--- src/hdl/pcac_pkg.sv ---
package pcac_pkg;

    localparam int COORD_W      = 16;
    localparam int COUNT_W      = 11;
    localparam int MAX_VERTICES = 1024;
    localparam int QUEUE_DEPTH  = 2;
    localparam int QPTR_W       = $clog2(QUEUE_DEPTH);
    localparam int QCNT_W       = $clog2(QUEUE_DEPTH + 1);
    localparam int SQRT_STEPS   = 19;
    localparam int DIV_STEPS    = 16;
    localparam logic [15:0] SCALE_RESET = 16'd64;

    localparam logic [1:0] STATUS_OK       = 2'd0;
    localparam logic [1:0] STATUS_TOO_FEW  = 2'd1;
    localparam logic [1:0] STATUS_TOO_MANY = 2'd2;

    typedef logic signed [COORD_W-1:0] coord_t;

    typedef struct packed {
        coord_t vertex_x;
        coord_t vertex_y;
        logic   last_vertex;
    } vertex_t;

    typedef struct packed {
        logic [10:0] vertex_count;
        logic [1:0]  status;
        logic [31:0] area;
        coord_t      centroid_x;
        coord_t      centroid_y;
        logic [31:0] perimeter;
        coord_t      box_left;
        coord_t      box_top;
        coord_t      box_right;
        coord_t      box_bottom;
        logic [47:0] scaled_perimeter;
        logic [63:0] scaled_area;
    } result_t;

    typedef enum logic [1:0] {
        KIND_FIRST,
        KIND_EDGE,
        KIND_DROP
    } kind_t;

    typedef struct packed {
        coord_t             x;
        coord_t             y;
        kind_t              kind;
        logic               last;
        logic [COUNT_W-1:0] count;
        logic               overflow;
    } cmd_t;

    typedef struct packed {
        logic full;
        logic empty;
    } queue_status_t;

    typedef enum logic [3:0] {
        ST_IDLE,
        ST_CMD,
        ST_CLOSE,
        ST_PROD,
        ST_DIFF,
        ST_MOMENT,
        ST_ACCUM,
        ST_SQRT,
        ST_LENGTH,
        ST_AREA,
        ST_DIV_SETUP,
        ST_DIV,
        ST_DIV_DONE,
        ST_SCALE1,
        ST_SCALE2,
        ST_EMIT
    } back_state_t;

endpackage

--- src/hdl/pcac_front.sv ---
module pcac_front (
    input  logic                    clk,
    input  logic                    rst_n,
    input  logic                    in_valid,
    output logic                    in_stall,
    input  pcac_pkg::vertex_t       in_data,
    input  pcac_pkg::queue_status_t q_status,
    output logic                    push,
    output pcac_pkg::cmd_t          cmd
);
    import pcac_pkg::*;

    logic [COUNT_W-1:0] cnt_reg, cnt_next;
    logic               ovf_reg, ovf_next;
    logic               at_max;

    assign in_stall = q_status.full;
    assign push     = in_valid && !q_status.full;
    assign at_max   = (cnt_reg == COUNT_W'(MAX_VERTICES));

    // classify the vertex against the running count
    always_comb
    begin
        cmd.x        = in_data.vertex_x;
        cmd.y        = in_data.vertex_y;
        cmd.last     = in_data.last_vertex;
        cmd.overflow = ovf_reg || at_max;
        cmd.count    = at_max ? cnt_reg : cnt_reg + 1'b1;
        priority if (at_max)
        begin
            cmd.kind = KIND_DROP;
        end
        else if (cnt_reg == '0)
        begin
            cmd.kind = KIND_FIRST;
        end
        else
        begin
            cmd.kind = KIND_EDGE;
        end
    end

    always_comb
    begin
        cnt_next = cnt_reg;
        ovf_next = ovf_reg;
        if (push)
        begin
            cnt_next = in_data.last_vertex ? '0 : cmd.count;
            ovf_next = in_data.last_vertex ? 1'b0 : cmd.overflow;
        end
    end

    always_ff @(posedge clk or negedge rst_n)
    begin
        if (!rst_n)
        begin
            cnt_reg <= '0;
            ovf_reg <= 1'b0;
        end
        else
        begin
            cnt_reg <= cnt_next;
            ovf_reg <= ovf_next;
        end
    end

endmodule

--- config.mk ---
export PLATFORM = sky130hd
export DESIGN_NAME = pcac_front
export DESIGN_NICKNAME = d
export VERILOG_FILES = /design/src/hdl/pcac_pkg.sv /design/src/hdl/pcac_front.sv
export SDC_FILE = /design/constraint.sdc
export NUM_CORES = 1
export LEC_CHECK = 0
export ABC_AREA = 1
export BUFFER_PORTS_ARGS = -buffer_cell sky130_fd_sc_hd__buf_2
export CELL_PAD_IN_SITES_DETAIL_PLACEMENT = 1
export CELL_PAD_IN_SITES_GLOBAL_PLACEMENT = 1
export CORE_UTILIZATION = 25
export DETAILED_ROUTE_END_ITERATION = 10
export HOLD_SLACK_MARGIN = 0.03
export PLACE_DENSITY = 0.82
export SLEW_MARGIN = 20
export SYNTH_ARGS = -nofsm -noshare
export SYNTH_HDL_FRONTEND = slang
export SYNTH_SLANG_ARGS = --single-unit
--- constraint.sdc ---
create_clock -name clk -period 1.8 [get_ports clk]
set_clock_uncertainty 0.1 [all_clocks]
set_input_delay 0.36 -clock clk [delete_from_list [all_inputs] [get_ports clk]]
set_output_delay 0.36 -clock clk [all_outputs]
set_load 0.02 [all_outputs]
---- After elaboration in Yosys (flattened, before gate mapping) ----
Index checks and enable logic that the tools add are counted.
W data, S select, Z words.
storage, ports and cells
  register bits ........................... 12
  input port bits ......................... 38
  word-level logic and storage cells ...... 13
  output and inout port bits .............. 49
operators by class
  $add $sub $neg .......................... 1
  multiplexer cells ....................... 5
  reductions and logical operators ........ 4
  equal/unequal tests ..................... 1
operators with widths
  operator                 count
  $mux W11                 2
  $add A11 B1 Y11 const B  1
  $eq A11 B11 Y1 const B   1
  $logic_not A11 Y1        1
  $mux W1                  2
  $mux W2                  1
  $logic_and A1 B1 Y1      1
  $logic_not A1 Y1         1
  $logic_or A1 B1 Y1       1

---- Logic depth before layout (Yosys ltp) ----
  depth in word-level cells ............... 3
  gate-level depth with buffers ........... 8
  gate-level depth less buffers ........... 8

---- Worst setup path before layout ----
Ideal clock, no wire load.
  path kind ............................... register to output
  start point ............................. reg cnt_reg[0]
  end point ............................... out cmd[1] in the netlist's numbering
  required time ........................... 1.340 ns
  slack ................................... 0.116 ns
  stages on the path, launching flop included .. 8
  data arrival time ....................... 1.224 ns
  buffers on the path ..................... 0
  cells stage by stage .................... dfrtp_1 > inv_1 > ha_1 > nand2_1 > nor2_4 > nand2_2 > nand2_1 > and2_1
RTL lines
  item                    line              source
  from (decl)             pcac_front.sv:13  logic [COUNT_W-1:0] cnt_reg, cnt_next;
  from (signal assigned)  pcac_front.sv:63  cnt_reg <= cnt_next;
  to (decl)               pcac_front.sv:9   output pcac_pkg::cmd_t cmd

==> metrics.md <==
| Metric | Value |
|---|---|
| Setup crit end kind | primary output |
| Multi-input logic area | 556 µm² |
| Seq pwr share | 34.5% |
| P_int | between 500 and 600 µW |
| Worst hold slack | 0.339 ns |
| CTS buffer count | 3 |
| Total track usage | 12.1% |
| Worst-path clk slew | 0.06 ns |
| Die Area | approximately 0.0047 mm² |
| Reg2reg setup slack | 0.34 ns |
| Peak Freq | 501 MHz |
| Max Slew Vio Count | 0 |
| Max-cap violations | 0 |
| Setup violators final | 13 |
| Number of global-route vias before repair | around 930 |
| Post-synthesis sequential area ratio | 27.1% |
| Fill cells | 517 |
| Post-Route WL | 2.65 mm |
| Cells after DPL | approximately 200 |
| Worst Hold Endpoint | cnt_reg[7]$_DFFE_PN0P_ |
| FF+latch count, synth | 12 |
| Synth area leaders | dfrtp_1 (27%), buf_4 (24%), nand2_1 (14%) |
| # H-tree levels | 1 |
| Mapped Nets | 190 |
| Total grt overflow | 0 |
| Worst Hold Class | input pin to register |
| PortBufs | 21 |
| Minimum clock period | 2.00 ns |
| Final #Nets | approximately 200 |
| Hold Path Cell Cnt | 3 |
| # DRC | 0 |
| Largest net degree at the start of global routing | 13 |
| Area grow syn2layout | 17.9% |
| Root buffer cell | clkbuf_8 |
| Rows | 23 |
| Syn Std Cell Area | around 0.0011 mm² |
| Share of layout cells above drive strength 1 | 48.4% |
| Static Leakage | 0.676 nW |
| Final period util | 111% |
| Comb pwr share | ~37% |
| Crit path max-delay cell type | dfrtp_1 |
| Most common cell on crit path | buf_4 |
| Crit Path Max Fanout | 5 |
| Die width | 68.6 µm |
| Failing checks | negative setup slack |
| Largest register FFs | 11 |
| Outcome | finished, violations left |
| CP startpoint kind | register |
| Cells on worst reg2reg path | 7 |
| First-pass detailed-route iteration total | 2 |
| Top Ports | 87 |
| Post-DP HPWL | 1.86 mm |
| Slew margin rel. | 79.6% |
| VDD IR max | approximately 180 µV |
| Synth Instances | 150 |
| CTS max path bufs | 2 |
| Switching fraction of total power | approximately 32% |
| RePlAce Congestion | 0.727 |
| RSZ-0062 raised after global routing | yes |
| WP data required | 1.34 ns |
| Vias | just under 900 |
| Clock power frac | between 20% and 30% |
| Crit-path cells | buf_4 > nand2_1 > nor2_4 > buf_4 > xor2_2 > buf_6 |
| Global-route wire length before repair | 4.13 mm |
| Clk_lat worst skew | 0.24 ns |
| Reg2Reg Launch Point | cnt_reg[0]$_DFFE_PN0P_ |
| Non-Filler Instances | 205 |
| Avg WL per Cell | 12.9 µm |
| DR iter-0 viols | 14 |
| Slowest stage delay, CP | 0.41 ns |
| Via density | around 4.3 |
| Hold path start | q_status[1] |
| Psw | 278 µW |
| Crit path arrival time | between 1.5 and 2 ns |
| WS Path Type | register to primary output |
| Initial antenna violation count | 0 |
| Register Area | approximately 300 µm² |
| Final worst slack | -0.198 ns |
| N_diodes | 0 |
| Synth warn | 0 |
| Height of the die | 68.6 µm |
| Final hold viol count | 0 |
| Yosys cell types | 20 |
| Most common cell after layout, fill and taps aside | nand2_1 |
| Cell accounting for the most synthesized area | dfrtp_1 |
| Clk sinks | 12 |
| Mean Syn Cell Area | 7.39 µm² |
| CTS tree | yes |
| Top cell type's share of synthesized area | around 27% |
| Most frequent cells in the layout | nand2_1 (36), buf_4 (18), inv_1 (12), buf_2 (12), dfrtp_1 (9) |
| Core area | 0.00412 mm² |
| Antenna Nets Post-Route | 0 |
| Cell Pwr Density | 659 mW/mm² |
| Starting Density | 26.9% |
| Worst Tran Pin Value | 0.306 ns |
| Reg-to-reg endpoint | cnt_reg[5]$_DFFE_PN0P_ |
-- cell type report --
| type | instances | share of cell area, % |
|---|---|---|
| clock buffer | 3 | 3.16 |
| inverter | 16 | 4.59 |
| multi-input combinational | 86 | 42.5 |
| sequential | 12 | 23.3 |
| tap | 50 | 4.78 |
| timing repair buffer | 38 | 21.7 |
-- through the flow --
| step | cell area (µm²) | TNS (ns) | power (mW) | setup WS [ns] | util, % |
|---|---|---|---|---|---|
| detailed placement | 1080 | 0 | 0.528 | 0.00934 | 26.3 |
| CTS | 1250 | -1.82 | 0.849 | -0.181 | 30.5 |
| global placement | 1080 | 0 | 0.519 | 0.0578 | 26.3 |
| global route | 1310 | -3.02 | 0.906 | -0.282 | 31.8 |
| floorplan | 1110 | 0 | 0.536 | 0.116 | - |
| finish | 1310 | -1.91 | 0.861 | -0.198 | 31.8 |
-- per-layer routing --
layer  vias to the layer above  GRT usage [%]  part of all wire (%)
met5                         -              0                     0
li1                        430              -                     -
met4                         0           4.43                   1.0
met1                       424           13.0                    41
met2                        23           22.3                    52
met3                         2           3.45                   5.3
-- power groups by stage --
stage	logic, mW	clock network, mW	registers [mW]
finish	0.315	0.249	0.297
global route	0.342	0.265	0.299
CTS	0.292	0.260	0.297
detailed placement	0.227	0	0.301
global placement	0.219	0	0.300
floorplan	0.233	0	0.303
-- how the worst max path moves through the flow --
stage,end,slack (ns),start
global placement,cmd[1],0.06,cnt_reg[0]$_DFFE_PN0P_
floorplan,cmd[1],0.12,cnt_reg[0]$_DFFE_PN0P_
detailed placement,cmd[1],0.009,cnt_reg[0]$_DFFE_PN0P_
global route,cmd[1],-0.28,cnt_reg[0]$_DFFE_PN0P_
CTS,cmd[1],-0.18,cnt_reg[0]$_DFFE_PN0P_
finish,cmd[6],-0.20,cnt_reg[0]$_DFFE_PN0P_
-- Yosys cell counts (all sizes together) --
| cell | n |
|---|---|
| a21boi | 1 |
| and2 | 4 |
| buf | 36 |
| dfrtp | 12 |
| ha | 2 |
| inv | 16 |
| nand2 | 43 |
| nand3 | 14 |
| nor2 | 11 |
| nor3 | 1 |
| o21a | 1 |
| o21ai | 4 |
| xor2 | 5 |
-- cell families (layout without fill, tap and decap cells) --
group                    count (synthesis)  count (layout)  synth area share (%)
adder cells (fa/ha/maj)                  2               2                  2.26
AND/OR/NAND/NOR                         73              73                  32.3
flip-flops                              12              12                  27.1
AO/OA/AOI/OAI                            6               6                  3.50
XOR/XNOR                                 5               5                  5.31
buffers and inverters                   52              57                  29.6
-- worst max-delay path: cells and delay by family (launching register included) --
family	cells	cell delay [ns]
xor+xnor	1	0.19
flops	1	0.41
buf+inv	3	0.43
simple gates	2	0.26
-- what timing repair did --
item / CTS / global route
hold buffers: 1 / 0
pin swaps: 8 / 6
gates resized for setup: 31 / 10
endpoints found under the setup margin: 13 / 14
setup buffers: 3 / 3
hold endpoints to repair: 12 / 0
(Power assumes the default switching activity.)
