### config.mk
export PLATFORM = sky130hd
export DESIGN_NAME = pcac_queue
export DESIGN_NICKNAME = d
export VERILOG_FILES = /design/src/hdl/pcac_pkg.sv /design/src/hdl/pcac_queue.sv
export SDC_FILE = /design/constraint.sdc
export NUM_CORES = 1
export LEC_CHECK = 0
export ABC_AREA = 1
export BUFFER_PORTS_ARGS = -buffer_cell sky130_fd_sc_hd__clkbuf_2
export CORE_ASPECT_RATIO = 1.25
export CORE_MARGIN = 2
export CORE_UTILIZATION = 30
export CTS_CLUSTER_DIAMETER = 40
export DETAILED_ROUTE_END_ITERATION = 10
export GPL_TIMING_DRIVEN = 0
export MAX_ROUTING_LAYER = met4
export PLACE_DENSITY = 0.6
export SYNTH_ARGS = -nofsm -noshare
export SYNTH_HDL_FRONTEND = slang
export SYNTH_SLANG_ARGS = --single-unit
export TNS_END_PERCENT = 30
### constraint.sdc
create_clock -name clk -period 4.4 [get_ports clk]
set_clock_uncertainty 0.2 [all_clocks]
set_input_delay 0.66 -clock clk [delete_from_list [all_inputs] [get_ports clk]]
set_output_delay 0.66 -clock clk [all_outputs]
set_load 0.02 [all_outputs]
### src/hdl/pcac_pkg.sv
package pcac_pkg;

    localparam int COORD_W      = 16;
    localparam int COUNT_W      = 11;
    localparam int MAX_VERTICES = 1024;
    localparam int QUEUE_DEPTH  = 2;
    localparam int QPTR_W       = $clog2(QUEUE_DEPTH);
    localparam int QCNT_W       = $clog2(QUEUE_DEPTH + 1);
    localparam int SQRT_STEPS   = 19;
    localparam int DIV_STEPS    = 16;
    localparam logic [15:0] SCALE_RESET = 16'd64;

    localparam logic [1:0] STATUS_OK       = 2'd0;
    localparam logic [1:0] STATUS_TOO_FEW  = 2'd1;
    localparam logic [1:0] STATUS_TOO_MANY = 2'd2;

    typedef logic signed [COORD_W-1:0] coord_t;

    typedef struct packed {
        coord_t vertex_x;
        coord_t vertex_y;
        logic   last_vertex;
    } vertex_t;

    typedef struct packed {
        logic [10:0] vertex_count;
        logic [1:0]  status;
        logic [31:0] area;
        coord_t      centroid_x;
        coord_t      centroid_y;
        logic [31:0] perimeter;
        coord_t      box_left;
        coord_t      box_top;
        coord_t      box_right;
        coord_t      box_bottom;
        logic [47:0] scaled_perimeter;
        logic [63:0] scaled_area;
    } result_t;

    typedef enum logic [1:0] {
        KIND_FIRST,
        KIND_EDGE,
        KIND_DROP
    } kind_t;

    typedef struct packed {
        coord_t             x;
        coord_t             y;
        kind_t              kind;
        logic               last;
        logic [COUNT_W-1:0] count;
        logic               overflow;
    } cmd_t;

    typedef struct packed {
        logic full;
        logic empty;
    } queue_status_t;

    typedef enum logic [3:0] {
        ST_IDLE,
        ST_CMD,
        ST_CLOSE,
        ST_PROD,
        ST_DIFF,
        ST_MOMENT,
        ST_ACCUM,
        ST_SQRT,
        ST_LENGTH,
        ST_AREA,
        ST_DIV_SETUP,
        ST_DIV,
        ST_DIV_DONE,
        ST_SCALE1,
        ST_SCALE2,
        ST_EMIT
    } back_state_t;

endpackage

### src/hdl/pcac_queue.sv
module pcac_queue (
    input  logic                   clk,
    input  logic                   rst_n,
    input  logic                   push,
    input  pcac_pkg::cmd_t         push_data,
    input  logic                   pop,
    output pcac_pkg::cmd_t         pop_data,
    output pcac_pkg::queue_status_t status
);
    import pcac_pkg::*;

    cmd_t              mem [QUEUE_DEPTH];
    logic [QPTR_W-1:0] wr_ptr_reg, wr_ptr_next;
    logic [QPTR_W-1:0] rd_ptr_reg, rd_ptr_next;
    logic [QCNT_W-1:0] cnt_reg, cnt_next;

    always_comb
    begin
        wr_ptr_next = wr_ptr_reg;
        rd_ptr_next = rd_ptr_reg;
        cnt_next    = cnt_reg;
        if (push)
        begin
            wr_ptr_next = (wr_ptr_reg == QPTR_W'(QUEUE_DEPTH - 1)) ? '0 : wr_ptr_reg + 1'b1;
        end
        if (pop)
        begin
            rd_ptr_next = (rd_ptr_reg == QPTR_W'(QUEUE_DEPTH - 1)) ? '0 : rd_ptr_reg + 1'b1;
        end
        if (push && !pop)
        begin
            cnt_next = cnt_reg + 1'b1;
        end
        else if (pop && !push)
        begin
            cnt_next = cnt_reg - 1'b1;
        end
    end

    always_ff @(posedge clk or negedge rst_n)
    begin
        if (!rst_n)
        begin
            wr_ptr_reg <= '0;
            rd_ptr_reg <= '0;
            cnt_reg    <= '0;
        end
        else
        begin
            wr_ptr_reg <= wr_ptr_next;
            rd_ptr_reg <= rd_ptr_next;
            cnt_reg    <= cnt_next;
        end
    end

    always_ff @(posedge clk)
    begin
        if (push)
        begin
            mem[wr_ptr_reg] <= push_data;
        end
    end

    assign pop_data     = mem[rd_ptr_reg];
    assign status.full  = (cnt_reg == QCNT_W'(QUEUE_DEPTH));
    assign status.empty = (cnt_reg == '0);

endmodule

== After elaboration in Yosys (flattened, before gate mapping) ==
Memory sizes are Yosys's and may differ from the RTL's.
Index checks and enable logic that the tools add are counted.
Operators by class
  equality and inequality tests: 1
  add/sub/neg operators: 4
  mux-type cells: 6
  reduce and logical (&&, ||, !) cells: 6
Operators by type and width (count)
  2-to-1 mux 1 bit: 4
  2-to-1 mux 2 bit: 2
  adder 1 bit (second input constant): 2
  adder 2 x 1 -> 2 bit (second input constant): 1
  == test 2 bit (second input constant): 1
  logical AND 1 bit: 2
  zero test 1 bit: 2
  zero test 2 bit: 1
  nonzero test 2 bit: 1
  subtractor 2 x 1 -> 2 bit (second input constant): 1
Storage, ports and cells
  RAM bits: 94
  memories: 1
  register bits after elaboration: 4
  input port bits: 51
Memories
  mem: depth 2, bits a word 47, read ports 1, clocked after memory_dff 0, write ports 1, RTL line pcac_queue.sv:12  | cmd_t mem [QUEUE_DEPTH];

== Logic depth before layout (Yosys ltp) ==
Gate-level depths: netlist of the first run.
  depth after elaboration: 4
  depth in mapped cells: 7
  depth with buffers taken out: 7

== Worst setup path after synthesis of the first run ==
No wires, ideal clock.
  path kind: input port to flip-flop
  start: input port push
  end: memory mem[0][0] (netlist bit) (enable)
  arrival time: 2675 ps
  stages on the path: 2
  path buffers: 0
  setup slack: 1072 ps
  path through: inv_1 > nor2_1
On the way
  word-level cells in the longest chain between the ends: 2
RTL lines
  start, declared: RTL line pcac_queue.sv:4  | input logic push,
  2-to-1 mux 1 bit: RTL line pcac_queue.sv:58  | if (push)
  2-to-1 mux 1 bit (not written as such): RTL line pcac_queue.sv:60  | mem[wr_ptr_reg] <= push_data;
  end, declared: RTL line pcac_queue.sv:12
Every way passes these cells.

==> results of run 1 <==
[critical path, delay by kind of cell (launching register included)]
| family | cells | cell delay [ns] |
|---|---|---|
| flip-flops | 1 | 0.37 |
| buffers and inverters | 3 | 0.54 |
| multiplexers | 1 | 0.32 |
[power by group through the flow]
| stage | sequential, mW | combinational [mW] | clock, mW |
|---|---|---|---|
| floorplan | 1.31 | 0.750 | 0 |
| global placement | 1.32 | 1.05 | 0 |
| detailed placement | 1.31 | 1.08 | 0 |
| CTS | 1.29 | 1.09 | 0.716 |
| global route | 1.31 | 1.15 | 0.748 |
| finish | 1.29 | 1.05 | 0.682 |
[worst max path at each step]
stage,end,slack [ns]
after global routing,pop_data[20],1.88
after CTS,pop_data[20],1.93
final,pop_data[15],1.99
after detailed placement,mem[0][9]$_DFFE_PP_,2.14
after floorplan,mem[0][0]$_DFFE_PP_,1.07
after global placement,mem[0][17]$_DFFE_PP_,-0.39
[cell families after synthesis]
| family | after synthesis |
|---|---|
| flops | 98 |
| mux | 47 |
| buf+inv | 12 |
| simple gates | 10 |
| xor+xnor | 3 |
| fa+ha+maj | 1 |
[per-layer routing]
metal / share of wire / up-vias / track usage
met5: 0 / - / -
met4: 0.020 / 0 / 0.0472
met3: 0.058 / 9 / 0.0360
met2: 0.53 / 59 / 0.170
met1: 0.39 / 932 / 0.107
li1: - / 881 / -
[metrics by stage]
| step | instance area, sq um | hold WS, ns | worst slack (ns) |
|---|---|---|---|
| 3_5_place_dp | 4430 | 0.275 | 2.14 |
| 4_1_cts | 4700 | 0.294 | 1.93 |
| 2_1_floorplan | 3680 | 0.164 | 1.07 |
| 3_3_place_gp | 4380 | 0.270 | -0.388 |
| 6_report | 4700 | 0.315 | 1.99 |
| 5_1_grt | 4700 | 0.295 | 1.88 |
[cells in the final DEF (no fill, tap or decap), types with 2 or more instances in the layout]
cell and n:
buf_12 2, buf_2 2, buf_6 3, clkbuf_1 2, clkbuf_16 9, clkbuf_2 99, clkinv_1 2, clkinvlp_4 2
dfrtp_1 4, edfxtp_1 94, inv_1 6, mux2_2 27, mux2_4 20, nand2_1 5, nor2_1 2, xor2_1 2
[final cells by class]
cell class                      count  area share
Multi-Input combinational cell     61       0.147
Clock inverter                      5     0.00666
Tap cell                          164      0.0437
Clock buffer                       11      0.0495
Sequential cell                    98       0.622
Inverter                            7     0.00559
Buffer                              5     0.00932
Timing Repair Buffer              102       0.116
[what timing repair did]
| action | CTS | global route |
|---|---|---|
| buffers inserted | 0 | 0 |
| hold buffers | 1 | 0 |
| endpoints found under the hold margin | 4 | 0 |
==> flow_summary.toml, run 1 <==
[cells_and_area]
ratio_of_cells_with_drive_above_1_in_the_final_layout = 0.578
n_antenna_cell = 0
largest_reg_flops = 94
finish.cell_count_without_fillers = 453
layout.filler_cells = 1171
areaGrowthSynthToFinish_pct = 27.8
finish.net_count = 336
ff_latch_area_sq_mm = 0.00292
multi_input_comb_area_sq_um = 692
fin_util = 0.390

[job]
maxCapViolations = 0

[sta]
finalCriticalPeriod_ns = 2.41
final_hold_viol_count = 0
slew-limit-headroom = 0.541
final_max_slew_viol_count = 0
tns_ns = 0
finalSetupViolCount = 0
rsz0062_at_grt = "false"
worst_slew_pin_slew_ns = 0.687
final_min_period_over_clock_period = 0.547
timing.fmax_mhz = 415

[power_and_ir_drop]
power.static_leakage_nw = 1.86
vdd_drop_max_mv = 0.252
pwr-share-clk = 0.225
intPower_mw = 2.07
totalPowerFinal_mw = 3.03
total_switching_power_uw = 958
combinationalPowerShare = 0.348
p_per_area_mw_per_mm2 = 644
seq_power_share = 0.427
power_switching_share = 0.316

[drt]
post_drt_via_cell_ratio = 4.15
total_detailed_routing_wirelength_mm = 6.17
post-route-drc-count = 0
via_count = 1881
antenna_violating_nets_post_route = 0
wl_per_cell_um = 13.6
drt_first_iter_violations = 50
dr.pass1.iters = 4

[setup_path]
critical_path_peak_fanout = 10
critical_path.slowest_cell = "dfrtp_1"
end_kind = "primary output"
cp_data_arrival_time_ns = 1.55
r2r_setup_slack_ns = 2.62
r2r-end = "mem[0][9]$_DFFE_PP_"
startpoint_type = "register"
most_numerous_cell_on_the_critical_path = "buf_6"
cpPeakStageDelay_ns = 0.37
critical_path.reg2reg.startpoint = "wr_ptr_reg$_DFFE_PN0P_"
critical_path.cell_chain = "buf_6 > buf_6 > mux2_4 > clkbuf_2"
critical_path_required_ns = 3.54
timing_worst_setup_path_type = "register to primary output"
worst_setup_path_startpoint = "rd_ptr_reg$_DFFE_PN0P_"
rr_worst_depth = 2

[die]
top_level_ports = 100
core_area_sq_mm = 0.0120
die-width_um = 103
die_height_um = 128
floorplan.initialDensity = 0.305
die-area_sq_mm = 0.0132
fp-row-count = 45

[logic_synthesis]
postSynthNetCount = 223
avgSynthCellArea_sq_um = 21.5
synth_commonest_cells = "edfxtp_1, mux2_2, mux2_4, inv_1, nand2_1"
post_synth_and_or_nand_nor_area_fraction = 0.0112
synth_top_cell_area_share = 0.768
synthMostInstantiatedCell = "edfxtp_1"
synth_flop_cell = "edfxtp_1"
yosys_warnings = 0
syn_inst = 171
synthMuxAreaShare = 0.164
post_synth_main_area_contributors = "edfxtp_1, mux2_2, mux2_4"
sequential_element_share_of_the_synthesized_area = 0.795
yosys.area_share.adder = 0.00340
synth_enable_flop_cells = 94
netlist_area_sq_mm = 0.00368
synth-compound-area-share = 0
synth.lib_cells_used.distinct = 14
post-synth-top-area-cell = "edfxtp_1"
yosys_register_bits = 98
synth_xor_area_frac = 0.00715
synthArstFlopShare = 0.0408
main_combinational_cell_family_by_area_after_synthesis = "multiplexers"

[clock_tree]
clkLatencyLatePin_ns = 0.33
tritoncts_buffers = 9
clock_tree.root_cell = "clkbuf_16"
cts_tree = "done"
cts.sink_count = 98
path_clk_slew_ns = 0.06
cts_max_level = 3
cts.repair.resized = 0
clockBufferDepth = 2

[place]
dp_hpwl_mm = 4.26
place_congestion = 0.703
dp_cells = 436
numPortBuffers = 99

[global_route]
globalRouteOverflowTotal = 0
antenna_found_initial = 0
grt_pass1_wl_mm = 9.56
vias_in_the_first_global_route = 1986
gr-usage-all-layers = 0.102
grt_max_degree = 34

[min_path]
min_delay_path_depth = 1
hold-path-endpoint = "mem[1][36]$_DFFE_PP_"
hold_path_startpoint = "push_data[36]"
worst_hold_path_type = "input port to register"

[run_status]
run_status = "finished clean"
Note: power is estimated with default switching activity, not from simulation.
==> inputs of run 2 (changes only) <==
==> constraint.sdc (replaced) <==
create_clock -name clk -period 2.5 [get_ports clk]
set_clock_uncertainty 0.2 [all_clocks]
set_input_delay 0.375 -clock clk [delete_from_list [all_inputs] [get_ports clk]]
set_output_delay 0.375 -clock clk [all_outputs]
set_load 0.02 [all_outputs]
==> run 2 against run 1 <==
  * First-iteration DRC count down 36%
  * Setup slack got worse by 1.6 ns
  * Global-route usage is 0.065 points higher
  * Critical path depth unchanged
  * Final area grew 1.0%
  * Sequential power grew 76%
  * Cell count is the same
  * Via count increased by 0.43%
  * Total power increased by 84%
  * Critical path type unchanged
==> flow_summary.toml, run 2 (synthesis results as in run 1) <==
[run_status]
run_status = "finished clean"

[global_route]
grt_max_degree = 30
globalRouteOverflowTotal = 0
antenna_found_initial = 0
grt_pass1_wl_mm = 9.63
vias_in_the_first_global_route = 1931
gr-usage-all-layers = 0.103

[clock_tree]
clockBufferDepth = 2
tritoncts_buffers = 9
cts_tree = "done"
cts_max_level = 3
clock_tree.root_cell = "clkbuf_16"
cts.repair.resized = 0
cts.sink_count = 98
path_clk_slew_ns = 0.07
clkLatencyLatePin_ns = 0.33

[sta]
timing.fmax_mhz = 466
slew-limit-headroom = 0.485
rsz0062_at_grt = "false"
final_hold_viol_count = 0
worst_slew_pin_slew_ns = 0.771
finalSetupViolCount = 0
tns_ns = 0
final_max_slew_viol_count = 0
worst_slack_ns = 0.355
finalCriticalPeriod_ns = 2.14
final_min_period_over_clock_period = 0.858

[cells_and_area]
areaGrowthSynthToFinish_pct = 29.1
ratio_of_cells_with_drive_above_1_in_the_final_layout = 0.581
finish.net_count = 336
fin_area_sq_mm = 0.00475
layout.filler_cells = 1167
final_cell_mix = "clkbuf_2, edfxtp_1, mux2_2"
n_antenna_cell = 0
fin_util = 0.394
largest_reg_flops = 94
layout.cells.most_common = "clkbuf_2"

[setup_path]
most_numerous_cell_on_the_critical_path = "buf_6"
critical_path.reg2reg.startpoint = "wr_ptr_reg$_DFFE_PN0P_"
critical_path.cell_chain = "buf_6 > buf_6 > mux2_4 > clkbuf_2"
r2r_setup_slack_ns = 0.65
timing_worst_setup_path_type = "register to primary output"
cpPeakStageDelay_ns = 0.37
cp_data_arrival_time_ns = 1.57
end_kind = "primary output"
startpoint_type = "register"
r2r-end = "mem[0][0]$_DFFE_PP_"
rr_worst_depth = 2
critical_path_peak_fanout = 10
timing.critical_path.buf_inv = 3
cpLargestDelayFamily = "buffers and inverters"
critical_path.slowest_cell = "dfrtp_1"
critical_path_required_ns = 1.92

[drt]
via_count = 1889
drt_first_iter_violations = 32
dr.pass1.iters = 3
post_drt_via_cell_ratio = 4.17
total_detailed_routing_wirelength_mm = 6.22
post-route-drc-count = 0
antenna_violating_nets_post_route = 0
wl_per_cell_um = 13.7

[place]
numPortBuffers = 99
place_worst_setup_slack_ns = 0.459
postPlaceCellArea_sq_mm = 0.00443
place_congestion = 0.708
dp_hpwl_mm = 4.25

[min_path]
hold_path_startpoint = "push_data[27]"
worst_hold_path_type = "input port to register"
hold-path-endpoint = "mem[1][27]$_DFFE_PP_"
min_delay_path_depth = 1

[die]
die-area_sq_mm = 0.0132
die-width_um = 103
die_height_um = 128
top_level_ports = 100
core_area_sq_mm = 0.0120
floorplan.initialDensity = 0.305
fp-row-count = 45

[job]
maxCapViolations = 0

[power_and_ir_drop]
power.static_leakage_nw = 1.88
vdd_drop_max_mv = 0.476
totalPowerFinal_mw = 5.56
p_per_area_mw_per_mm2 = 1170
-- run 2: cell types whose count changed in the layout (fill, tap and decap cells not counted) --
cell	previous run	this run
clkinv_1	2	0
clkinvlp_4	2	1
clkbuf_1	2	3
bufinv_16	0	2
-- run 2: area by class of cell --
class | count | area [sq um] | share of cell area
plain buffers | 5 | 43.8 | 0.00922
clock buffers | 12 | 236 | 0.0498
clock inverters | 4 | 76.3 | 0.0161
inverters | 7 | 26.3 | 0.00553
multi-input cells | 61 | 692 | 0.146
flip-flops and latches | 98 | 2920 | 0.616
well taps | 164 | 205 | 0.0432
repair buffers | 102 | 546 | 0.115
-- run 2: worst max-delay path by stage --
stage | start | cells past startpoint | endpoint | slack (ns)
6_report | rd_ptr_reg$_DFFE_PN0P_ | 4 | pop_data[11] | 0.36
5_1_grt | rd_ptr_reg$_DFFE_PN0P_ | 4 | pop_data[11] | 0.26
2_1_floorplan | wr_ptr_reg$_DFFE_PN0P_ | 1 | mem[0][0]$_DFFE_PP_ | 0.24
3_5_place_dp | push | 4 | mem[0][0]$_DFFE_PP_ | 0.46
4_1_cts | rd_ptr_reg$_DFFE_PN0P_ | 4 | pop_data[11] | 0.29
3_3_place_gp | push | 3 | mem[0][14]$_DFFE_PP_ | -0.70
-- run 2: power breakdown --
group | total, mW | switching [mW] | internal, mW
Sequential | 2.27 | 0.0915 | 2.18
Combinational | 1.86 | 1.07 | 0.792
Clock | 1.43 | 0.547 | 0.879
Total | 5.56 | 1.71 | 3.85
-- run 2: timing repair --
item                                   4_1_cts  5_1_grt
buffers inserted                             0        0
endpoints found under the hold margin        4        0
hold buffers                                 1        0
-- run 2: through the flow --
| step | std cells | hold WS, ns |
|---|---|---|
| 2_1_floorplan | 171 | -0.121 |
| 3_3_place_gp | 434 | -0.0140 |
| 3_5_place_dp | 436 | -0.0103 |
| 4_1_cts | 453 | 0.0133 |
| 5_1_grt | 453 | 0.0138 |
| 6_report | 453 | 0.0292 |
-- run 2: layer usage --
layer	up-vias	global-route usage	share of wire	routed length (um)
li1	883	-	-	-
met1	941	0.115	0.41	2570
met2	56	0.167	0.51	3150
met3	9	0.0360	0.063	395
met4	0	0.0418	0.017	108
met5	-	-	0	0
